## src/hw/rtl/lbcc_pkg.sv

```systemverilog
// Shared types and constants for the LED blink code controller.
package lbcc_pkg;

  // Command codes carried in the input kind field.
  typedef enum logic [2:0] {
    FUNC_TICK   = 3'd0,
    FUNC_ON     = 3'd1,
    FUNC_OFF    = 3'd2,
    FUNC_TOGGLE = 3'd3,
    FUNC_BLINK  = 3'd4
  } func_t;

  // Field widths fixed by the command format.
  localparam int FuncW    = 3;
  localparam int LedW     = 2;
  localparam int CountW   = 8;
  localparam int NowW     = 32;
  localparam int HalfW    = 16;

  // Per-LED blink state widths.
  localparam int TargetW  = 4;
  localparam int PhaseW   = 5;

  // Packed stream widths.
  localparam int InDataW  = 48;
  localparam int OutDataW = 8;
  localparam int OutUserW = 1;

  // Reset value of the half period register.
  localparam logic [HalfW-1:0] HalfPeriodReset = 16'd150;

endpackage

```

## src/hw/rtl/led_blink_code_controller_unit.sv

```systemverilog
// LED blink code controller: command decode, blink sequencing and output buffering.
//
//   channel | direction | tdata / data                        | tuser
//   s_*     | in        | led, blink_count, now_ms             | func
//   m_*     | out       | led_ready_on, led_data_on, led_error | step_taken
//   cfg_*   | in        | half_period_ms                       | -
//
// The LED state updates at the accepting edge, and the result is registered at that
// edge into the output register, or into the skid register while a result is stalled.
// A skid register behind the output register lets one more request in while a
// result is stalled; s_tready drops only when both hold a result.
// Synchronous reset turns all LEDs off, stops blinking and sets the half period
// to 150 ms. The config port is always ready.
module led_blink_code_controller_unit
  import lbcc_pkg::*;
#(
  parameter int NUM_LEDS   = 3,
  parameter int MAX_BLINKS = 8,
  parameter int TIME_BITS  = 32
) (
  input  logic                clk,
  input  logic                rst,
  input  logic                s_tvalid,
  output logic                s_tready,
  // [1:0] led, [9:2] blink_count, [41:10] now_ms, [47:42] zero
  input  logic [InDataW-1:0]  s_tdata,
  // [2:0] func
  input  logic [FuncW-1:0]    s_tuser,
  output logic                m_tvalid,
  input  logic                m_tready,
  // [0] led_ready_on, [1] led_data_on, [2] led_error_on, [7:3] zero
  output logic [OutDataW-1:0] m_tdata,
  // [0] step_taken
  output logic [OutUserW-1:0] m_tuser,
  input  logic                cfg_valid,
  output logic                cfg_ready,
  input  logic [HalfW-1:0]    cfg_data
);

  localparam int PadLeds = (NUM_LEDS > 3) ? NUM_LEDS : 3;
  localparam logic [CountW-1:0] MaxBlinks = CountW'(MAX_BLINKS);

  // Unpack the request.
  func_t                func;
  logic [LedW-1:0]      led;
  logic [CountW-1:0]    blink_count;
  logic [TIME_BITS-1:0] now_t;

  assign func        = func_t'(s_tuser);
  assign led         = s_tdata[LedW-1:0];
  assign blink_count = s_tdata[LedW+CountW-1:LedW];
  assign now_t       = TIME_BITS'(s_tdata[LedW+CountW+NowW-1:LedW+CountW]);

  // State.
  logic [HalfW-1:0]     half_period;
  logic [TIME_BITS-1:0] last_step_time;
  logic [TIME_BITS-1:0] last_step_time_next;
  logic [NUM_LEDS-1:0]  pin;
  logic [NUM_LEDS-1:0]  pin_next;
  logic [TargetW-1:0]   target      [NUM_LEDS];
  logic [TargetW-1:0]   target_next [NUM_LEDS];
  logic [PhaseW-1:0]    phase       [NUM_LEDS];
  logic [PhaseW-1:0]    phase_next  [NUM_LEDS];
  logic                 stepped;

  // Output buffering.
  logic                 skid_valid;
  logic [OutDataW-1:0]  skid_data;
  logic [OutUserW-1:0]  skid_user;
  logic                 in_fire;
  logic                 out_fire;

  assign s_tready  = !skid_valid;
  assign cfg_ready = 1'b1;
  assign in_fire   = s_tvalid && s_tready;
  assign out_fire  = m_tvalid && m_tready;

  // Tick qualification: elapsed time wraps modulo the time width.
  logic [TIME_BITS-1:0] elapsed;
  logic                 tick_ok;

  assign elapsed = now_t - last_step_time;
  assign tick_ok = (func == FUNC_TICK) && (elapsed >= TIME_BITS'(half_period));

  // Next LED state for the current request.
  always_comb begin
    logic [CountW-1:0]  tgt;
    logic [TargetW-1:0] tgt_c;
    logic               hit;
    last_step_time_next = last_step_time;
    stepped             = 1'b0;
    pin_next            = pin;
    for (int i = 0; i < NUM_LEDS; i++) begin
      target_next[i] = target[i];
      phase_next[i]  = phase[i];
    end
    if (tick_ok) begin
      last_step_time_next = now_t;
      stepped             = 1'b1;
    end
    for (int i = 0; i < NUM_LEDS; i++) begin
      hit   = (int'(led) == i);
      tgt   = (blink_count > CountW'(target[i])) ? blink_count : CountW'(target[i]);
      if (tgt == '0) begin
        tgt = CountW'(1);
      end
      if (tgt > MaxBlinks) begin
        tgt = MaxBlinks;
      end
      tgt_c = tgt[TargetW-1:0];
      case (func)
        FUNC_TICK: begin
          // One blink step for every LED that runs a code.
          if (tick_ok && (target[i] != '0)) begin
            if (phase[i] == {target[i], 1'b0}) begin
              phase_next[i] = '0;
              pin_next[i]   = 1'b1;
            end else if (phase[i] < PhaseW'(target[i])) begin
              pin_next[i] = !pin[i];
              if (pin[i]) begin
                phase_next[i] = phase[i] + PhaseW'(1);
              end
            end else begin
              phase_next[i] = phase[i] + PhaseW'(1);
            end
          end
        end
        FUNC_ON: begin
          if (hit) begin
            target_next[i] = '0;
            pin_next[i]    = 1'b1;
          end
        end
        FUNC_OFF: begin
          if (hit) begin
            target_next[i] = '0;
            pin_next[i]    = 1'b0;
          end
        end
        FUNC_TOGGLE: begin
          // A blinking LED is stopped and turned off instead of toggled.
          if (hit) begin
            if (target[i] == '0) begin
              pin_next[i] = !pin[i];
            end else begin
              target_next[i] = '0;
              pin_next[i]    = 1'b0;
            end
          end
        end
        FUNC_BLINK: begin
          // Raise the target only; the next step turns the LED on.
          if (hit) begin
            target_next[i] = tgt_c;
            phase_next[i]  = {tgt_c, 1'b0};
          end
        end
        default: begin
        end
      endcase
    end
  end

  // Result for this request; LEDs beyond the count read as off.
  logic [PadLeds-1:0]  lvl_pad;
  logic [OutDataW-1:0] res_data;
  logic [OutUserW-1:0] res_user;

  assign lvl_pad  = PadLeds'(pin_next);
  assign res_data = OutDataW'(lvl_pad[2:0]);
  assign res_user = OutUserW'(stepped);

  // Configuration register.
  always_ff @(posedge clk) begin
    if (rst) begin
      half_period <= HalfPeriodReset;
    end else if (cfg_valid && cfg_ready) begin
      half_period <= cfg_data;
    end
  end

  // LED state update on each accepted request.
  always_ff @(posedge clk) begin
    if (rst) begin
      last_step_time <= '0;
      pin            <= '0;
      for (int i = 0; i < NUM_LEDS; i++) begin
        target[i] <= '0;
        phase[i]  <= '0;
      end
    end else if (in_fire) begin
      last_step_time <= last_step_time_next;
      pin            <= pin_next;
      for (int i = 0; i < NUM_LEDS; i++) begin
        target[i] <= target_next[i];
        phase[i]  <= phase_next[i];
      end
    end
  end

  // Output register with a skid register behind it.
  always_ff @(posedge clk) begin
    if (rst) begin
      m_tvalid   <= 1'b0;
      skid_valid <= 1'b0;
    end else if (skid_valid) begin
      if (out_fire) begin
        skid_valid <= 1'b0;
      end
    end else if (in_fire) begin
      if (!m_tvalid || out_fire) begin
        m_tvalid <= 1'b1;
      end else begin
        skid_valid <= 1'b1;
      end
    end else if (out_fire) begin
      m_tvalid <= 1'b0;
    end
  end

  // Payload moves without reset.
  always_ff @(posedge clk) begin
    if (skid_valid) begin
      if (out_fire) begin
        m_tdata <= skid_data;
        m_tuser <= skid_user;
      end
    end else if (in_fire) begin
      if (!m_tvalid || out_fire) begin
        m_tdata <= res_data;
        m_tuser <= res_user;
      end else begin
        skid_data <= res_data;
        skid_user <= res_user;
      end
    end
  end

endmodule
```

## config.mk

```make
export PLATFORM = sky130hd
export DESIGN_NAME = led_blink_code_controller_unit
export DESIGN_NICKNAME = d
export VERILOG_FILES = /design/src/hw/rtl/lbcc_pkg.sv /design/src/hw/rtl/led_blink_code_controller_unit.sv
export SDC_FILE = /design/constraint.sdc
export NUM_CORES = 1
export LEC_CHECK = 0
export BUFFER_PORTS_ARGS = -buffer_cell sky130_fd_sc_hd__buf_2
export CELL_PAD_IN_SITES_DETAIL_PLACEMENT = 0
export CELL_PAD_IN_SITES_GLOBAL_PLACEMENT = 2
export CORE_MARGIN = 4
export CORE_UTILIZATION = 30
export DETAILED_ROUTE_END_ITERATION = 6
export PLACE_DENSITY = 0.73
export RECOVER_POWER = 50
export SLEW_MARGIN = 20
export SYNTH_ARGS = -nofsm -noshare
export SYNTH_HDL_FRONTEND = slang
export SYNTH_SLANG_ARGS = --single-unit
export TNS_END_PERCENT = 10
```

## constraint.sdc

```tcl
create_clock -name clk -period 4.2 [get_ports clk]
set_input_delay 0 -clock clk [delete_from_list [all_inputs] [get_ports clk]]
set_output_delay 0 -clock clk [all_outputs]
set_load 0.01 [all_outputs]
```

Word level (Yosys, flattened, before mapping)
Memories as Yosys holds them, arrays and structs flattened.
Cells that the tools add are included.
{"block": "totals", "register_bits": 66, "latch_bits": 0, "ram_bits": 27, "mem_bits_ro": 0, "input_bits": 72, "out_inout_bits": 12, "elab_cells": 168, "n_memories": 2}
{"name": "phase", "depth": 3, "width": 5, "read_ports": 3, "rd_ports_with_merged_regs": 0, "write_ports": 3, "line_no": "led_blink_code_controller_unit.sv:62", "source": "logic [PhaseW-1:0] phase [NUM_LEDS];"}
{"name": "target", "depth": 3, "width": 4, "read_ports": 3, "rd_ports_with_merged_regs": 0, "write_ports": 3, "line_no": "led_blink_code_controller_unit.sv:60", "source": "logic [TargetW-1:0] target [NUM_LEDS];"}
{"block": "op_classes", "addsub": 4, "multipliers": 0, "div_mod_pow": 0, "n_lt_le_gt_ge": 10, "n_eq_ne": 11, "shift": 0, "muxes": 93, "bitwise_logic": 8, "n_reduce_logical": 31}
{"op": "$mux 5", "count": 18}
{"op": "$mux 8", "count": 10}
{"op": "$mux 4", "count": 18}
{"op": "$mux 1", "count": 38}
{"op": "$pmux 4 s3", "count": 3}
{"op": "$ge 32x16->1", "count": 1}
{"op": "$sub 32x32->32", "count": 1}
{"op": "$pmux 5 s2", "count": 3}
{"op": "$gt 8x4->1", "count": 3}
{"op": "$gt 8x4->1 const B", "count": 3}
{"op": "$logic_not 8->1", "count": 3}
{"op": "$add 5x1->5 const B", "count": 3}
{"op": "$eq 5x5->1", "count": 3}
{"op": "$lt 5x4->1", "count": 3}
{"op": "$logic_not 4->1", "count": 3}
{"op": "$pmux 1 s4", "count": 3}
{"op": "$reduce_bool 4->1", "count": 3}
{"op": "$reduce_and 3->1", "count": 3}
{"op": "$eq 3x2->1 const B", "count": 2}
{"op": "$logic_and 1x1->1", "count": 6}
{"op": "$or 1x1->1", "count": 6}
{"op": "$reduce_bool 2->1", "count": 3}
{"op": "$logic_not 1->1", "count": 5}
{"op": "$eq 2x2->1 const B", "count": 2}
{"op": "9 further kinds", "count": 11}

Logic depth before layout (Yosys ltp)
An unclocked memory read counts as a cell.
{"block": "depth", "ltp_word": 10, "ltp_mapped": 24, "ltp_nobuf": 22}

Worst setup path after synthesis
Ideal clock, no wire load.
{"block": "synth_path", "path_type": "register to register", "startpoint": "register last_step_time[0]", "endpoint": "register m_tdata[0] (data pin)", "setup_time_ns": 0.268, "arrival_time_ns": 4.298, "required_time_ns": 3.932, "path_slack_ns": -0.367, "stages_incl_launch_ff": 21, "period_less_slack_ns": 4.567, "cell_sequence": "dfxtp_1 > ha_1 > fa_1 > nand2b_1 > a21o_1 > nand2_1 > nand2_1 > o21ai_0 > a21oi_1 > xnor2_1 > ha_1 > nor2b_1 > o21ai_0 > o2111ai_1 > or3_1 > nor3_1 > nand4b_1 > or4_4 > nor4b_4 > mux2i_1 > o31ai_1"}
{"block": "synth_via", "elab_chain_cells": 9}
{"element": "start: declaration", "line_no": "led_blink_code_controller_unit.sv:56", "source": "logic [TIME_BITS-1:0] last_step_time;"}
{"element": "start signal: assignment", "line_no": "led_blink_code_controller_unit.sv:192", "source": "last_step_time <= last_step_time_next;"}
{"element": "$sub 32x32->32", "line_no": "led_blink_code_controller_unit.sv:82", "source": "assign elapsed = now_t - last_step_time;"}
{"element": "$ge 32x16->1", "line_no": "led_blink_code_controller_unit.sv:83", "source": "assign tick_ok = (func == FUNC_TICK) && (elapsed >= TIME_BITS'(half_period));"}
{"element": "$logic_and 1x1->1", "line_no": "led_blink_code_controller_unit.sv:83"}
{"element": "$logic_and 1x1->1", "line_no": "led_blink_code_controller_unit.sv:114", "source": "if (tick_ok && (target[i] != '0)) begin"}
{"element": "$mux 1", "line_no": "led_blink_code_controller_unit.sv:114"}
{"element": "$pmux 1 s4", "line_no": "led_blink_code_controller_unit.sv:111", "source": "case (func)"}
{"element": "$mux 8", "line_no": "led_blink_code_controller_unit.sv:229", "source": "if (!m_tvalid || out_fire) begin"}
{"element": "$mux 8", "line_no": "led_blink_code_controller_unit.sv:228", "source": "end else if (in_fire) begin"}
{"element": "$mux 8", "line_no": "led_blink_code_controller_unit.sv:223", "source": "if (skid_valid) begin"}
{"element": "end signal: assignment", "line_no": "led_blink_code_controller_unit.sv:225", "source": "m_tdata <= skid_data;"}
{"element": "end signal: assignment", "line_no": "led_blink_code_controller_unit.sv:230", "source": "m_tdata <= res_data;"}
{"element": "end: declaration", "line_no": "led_blink_code_controller_unit.sv:32", "source": "output logic [OutDataW-1:0] m_tdata,"}
Every way passes these cells. The select of a mux whose other input is x is not followed.
A chain may end at the register's enable or synchronous reset.

Worst setup path in the final report
{"block": "layout_path", "startpoint": "register last_step_time[1]", "endpoint": "register m_tdata[1] (data pin)"}
The elaborated chain is that of the path after synthesis.

==> impl_metrics.yaml <==
status:
  status: "complete, but fails checks"
  violations: "capacitance limit, slew limit, setup timing"
power:
  ir_worst_vdd_v: 0.000184
  p_leak_uw: 0.00393
  power_density_mw_per_mm2: 271
logic_synthesis:
  synth_area_mm2: 0.00780
  synth_ff_type: "dfxtp_1"
  yosys_register_bits: 88
  ys_seq_area_share_pct: 27.1
  async_reset_ff_share_pct: 0
  netlist-cell-type-count: 64
  synth_area_leader_cell: "dfxtp_1"
  yosysWarnings: 0
  ys_top_cells_by_count: "77 x nor2_1, 74 x ha_1, 74 x inv_1"
  synth_top_area_share_pct: 13.6
  ys_top_cells_by_area: "dfxtp_1 14%, edfxtp_1 13%, ha_1 12%"
  syn_avg_cell_area_um2: 8.30
  synth_edf_count: 35
  syn_inst: 940
  yosys.cell_count.top_type: "nor2_1"
sta:
  setup_viol: 43
  rsz0062_at_grt: "true"
  finalMaxSlewViolations: 116
  clock.fmax_mhz: 218
  finalCritPeriodShare_pct: 109
  finalHoldViolCount: 0
  tns_ps: -12780
  finalWorstSetupSlack_ps: -395
  tightest_slew_ps: 2370
  slew_headroom_pct: -58.2
  fin_skew_ps: 9.63
  period_minus_slack_ps: 4590
critical_path:
  r2r_start: "last_step_time[1]"
  crit_path_start: "last_step_time[1]"
  reg2reg_depth: 23
  crit_path_top_delay_cell: "or4_4"
  critPathBufInv: 2
  cp-end-kind: "flip-flop"
  path_depth: 23
  crit_type: "flip-flop to flip-flop"
  r2r_end: "m_tdata[1]"
  cp_max_fo: 6
  required_ps: 4300
  critPathArrivalTime_ps: 4690
  path_cells: "inv_1, ha_1, nand2b_4, a21oi_2, o211ai_2, a21oi_2, o21ai_1, nand2b_1, a21oi_2, xnor2_1, ha_1, a21oi_2, nor2b_4, o21ai_2, o2111ai_1, or3_4, nor3_2, nand4b_1, or4_4, nor4b_4, buf_6, mux2i_4, o31ai_1"
  start_kind: "flip-flop"
  slowest_delay_ps: 440
  reg2reg_slack_ps: -390
  critical_path.most_common_cell: "a21oi_2"
  critPathTopFamily: "simple AND/OR/NAND/NOR gates"
floorplanning:
  die_w_um: 169
  die_y_um: 169
  dieArea_mm2: 0.0286
  start_util_pct: 30.7
  core_mm2: 0.0254
  fp-row-count: 58
  pin_count: 84
placement:
  gp_congestion: 0.874
  dp_hpwl_mm: 18.5
  portBuffers: 71
  dp.cells: 1380
global_route:
  busiest_layer: "met2"
  grt_max_degree: 44
  grt_use_met2_pct: 28.9
  met3_usage_pct: 1.91
  grt_pass1_vias: 7231
  grt_pass1_wl_mm: 38.0
  grtUsageTotal_pct: 16.3
  antenna_found_initial: 0
  use_met1_pct: 21.8
  grt_remaining_overflow: 0
worst_hold_path:
  hp-start: "s_tdata[10]"
  hold_path_end: "last_step_time[0]"
  whs_path_depth: 3
  hold_path.class: "input port to flip-flop"
drt:
  drt_iter0_drc: 342
  vias: 7211
  routed_via_density: 5.07
  route.detailed.drc: 0
  wl_mm: 23.1
  wire_per_inst_um: 16.3
  first_pass_iters: 4
  final_antenna_net_count: 0
finish:
  final_core_util_pct: 38.4
  nets: 1234
  drive_gt1_share_pct: 23.4
  diodes: 0
  instances_no_fill: 1422
  area_growth_pct: 25.2
clock_tree:
  clkTransAtPathRegs_ps: 70
  cts_tree: "done"
  cts_buffer_depth: 2
  clkLatencyLatePin_ps: 350
  cts_buffers: 9
  clock-root-buffer: "clkbuf_16"
  htreeDepth: 3
  clock_sinks: 88
flow_run:
  maxCapViolations: 3
==> power breakdown <==
part | internal, µW | switching [µW]
logic | 365 | 453
registers | 934 | 34.8
clock network | 472 | 389
total | 1770 | 876
==> worst reg2reg max path, cell delays in order, from the launching register on <==
cell and delay (ps):
dfxtp_1 330, inv_1 50, ha_1 300, nand2b_4 80, a21oi_2 70, o211ai_2 190, a21oi_2 100, o21ai_1 160
nand2b_1 90, a21oi_2 150, xnor2_1 140, ha_1 280, a21oi_2 180, nor2b_4 50, o21ai_2 170, o2111ai_1 130
or3_4 380, nor3_2 110, nand4b_1 100, or4_4 440, nor4b_4 230, buf_6 210, mux2i_4 290, o31ai_1 100
==> kinds of logic (layout without fill, tap and decap cells) <==
kind of cell               after synthesis  in the layout  synth area share, %
muxes                                   27             27                 3.50
buffers and inverters                  125            273                 6.75
AOI/OAI and AO/OA                      248            248                 23.6
other                                    2              6               0.0963
DFF                                     88             88                 27.1
adders and majority gates               75             75                 12.1
and+or+nand+nor                        336            336                 22.4
xor gates and xnor gates                39             39                 4.38
==> registers in the layout, indices dropped and copies added (netlist names), 3 cells and up <==
name,flops
half_period,16
m_tdata,3
last_step_time,32
skid_data,3
phase,15
pin,3
target,12
==> cell type report <==
| cell class | count | area [µm²] |
|---|---|---|
| Fill cell | 2711 | 15600 |
| Multi-Input combinational cell | 731 | 5400 |
| Sequential cell | 88 | 2110 |
| Timing Repair Buffer | 182 | 1250 |
| Tap cell | 330 | 413 |
| Inverter | 75 | 282 |
| Clock buffer | 10 | 229 |
| Clock inverter | 6 | 72.6 |
==> layout by cell type, fill, tap and decap left out, drive strengths merged, types with 8 or more instances in the layout <==
cell / count
and2: 8
o211ai: 13
ha: 74
o31ai: 41
dlygate4sd3: 19
inv: 78
or3: 8
a21o: 17
o22ai: 10
nand4: 52
xor2: 14
dfxtp: 53
nand2b: 21
buf: 154
nand3: 16
mux2i: 25
a211oi: 14
nor4: 10
a21oi: 67
xnor2: 25
edfxtp: 35
nor3: 18
nor2b: 47
nor2: 77
o21ai: 35
nand2: 63
clkbuf: 19
==> worst max-delay path by stage <==
| stage | endpoint |
|---|---|
| 2_1_floorplan | m_tdata[0] |
| 3_3_place_gp | m_tdata[1] |
| 3_5_place_dp | m_tdata[1] |
| 4_1_cts | m_tdata[1] |
| 5_1_grt | m_tdata[1] |
| 6_report | m_tdata[1] |
==> repair_timing <==
| action | in CTS | in global routing |
|---|---|---|
| hold buffers | 19 | 0 |
| gates resized for setup | 32 | 3 |
| setup endpoints to repair | 58 | 58 |
| hold endpoints to repair | 18 | 0 |
| pin swaps | 13 | 4 |
| setup buffers | 4 | 3 |
==> layer usage <==
layer | part of all wire (%) | vias up | wire length (µm)
li1 | - | 3743 | -
met4 | 0.69 | 0 | 159
met1 | 47 | 3368 | 10900
met5 | 0 | - | 0
met3 | 2.4 | 13 | 558
met2 | 50 | 87 | 11500
==> through the flow <==
| step | power, µW | setup slack, ps | hold slack, ps | instance area, µm² |
|---|---|---|---|---|
| floorplan | 1490 | -173 | 101 | 7870 |
| global placement | 1760 | -622 | 219 | 9070 |
| detailed placement | 1760 | -672 | 221 | 9070 |
| CTS | 2690 | -405 | 2.42 | 9750 |
| global route | 2820 | -733 | 15.7 | 9770 |
| finish | 2650 | -395 | 15.1 | 9770 |
(Power assumes the default switching activity.)
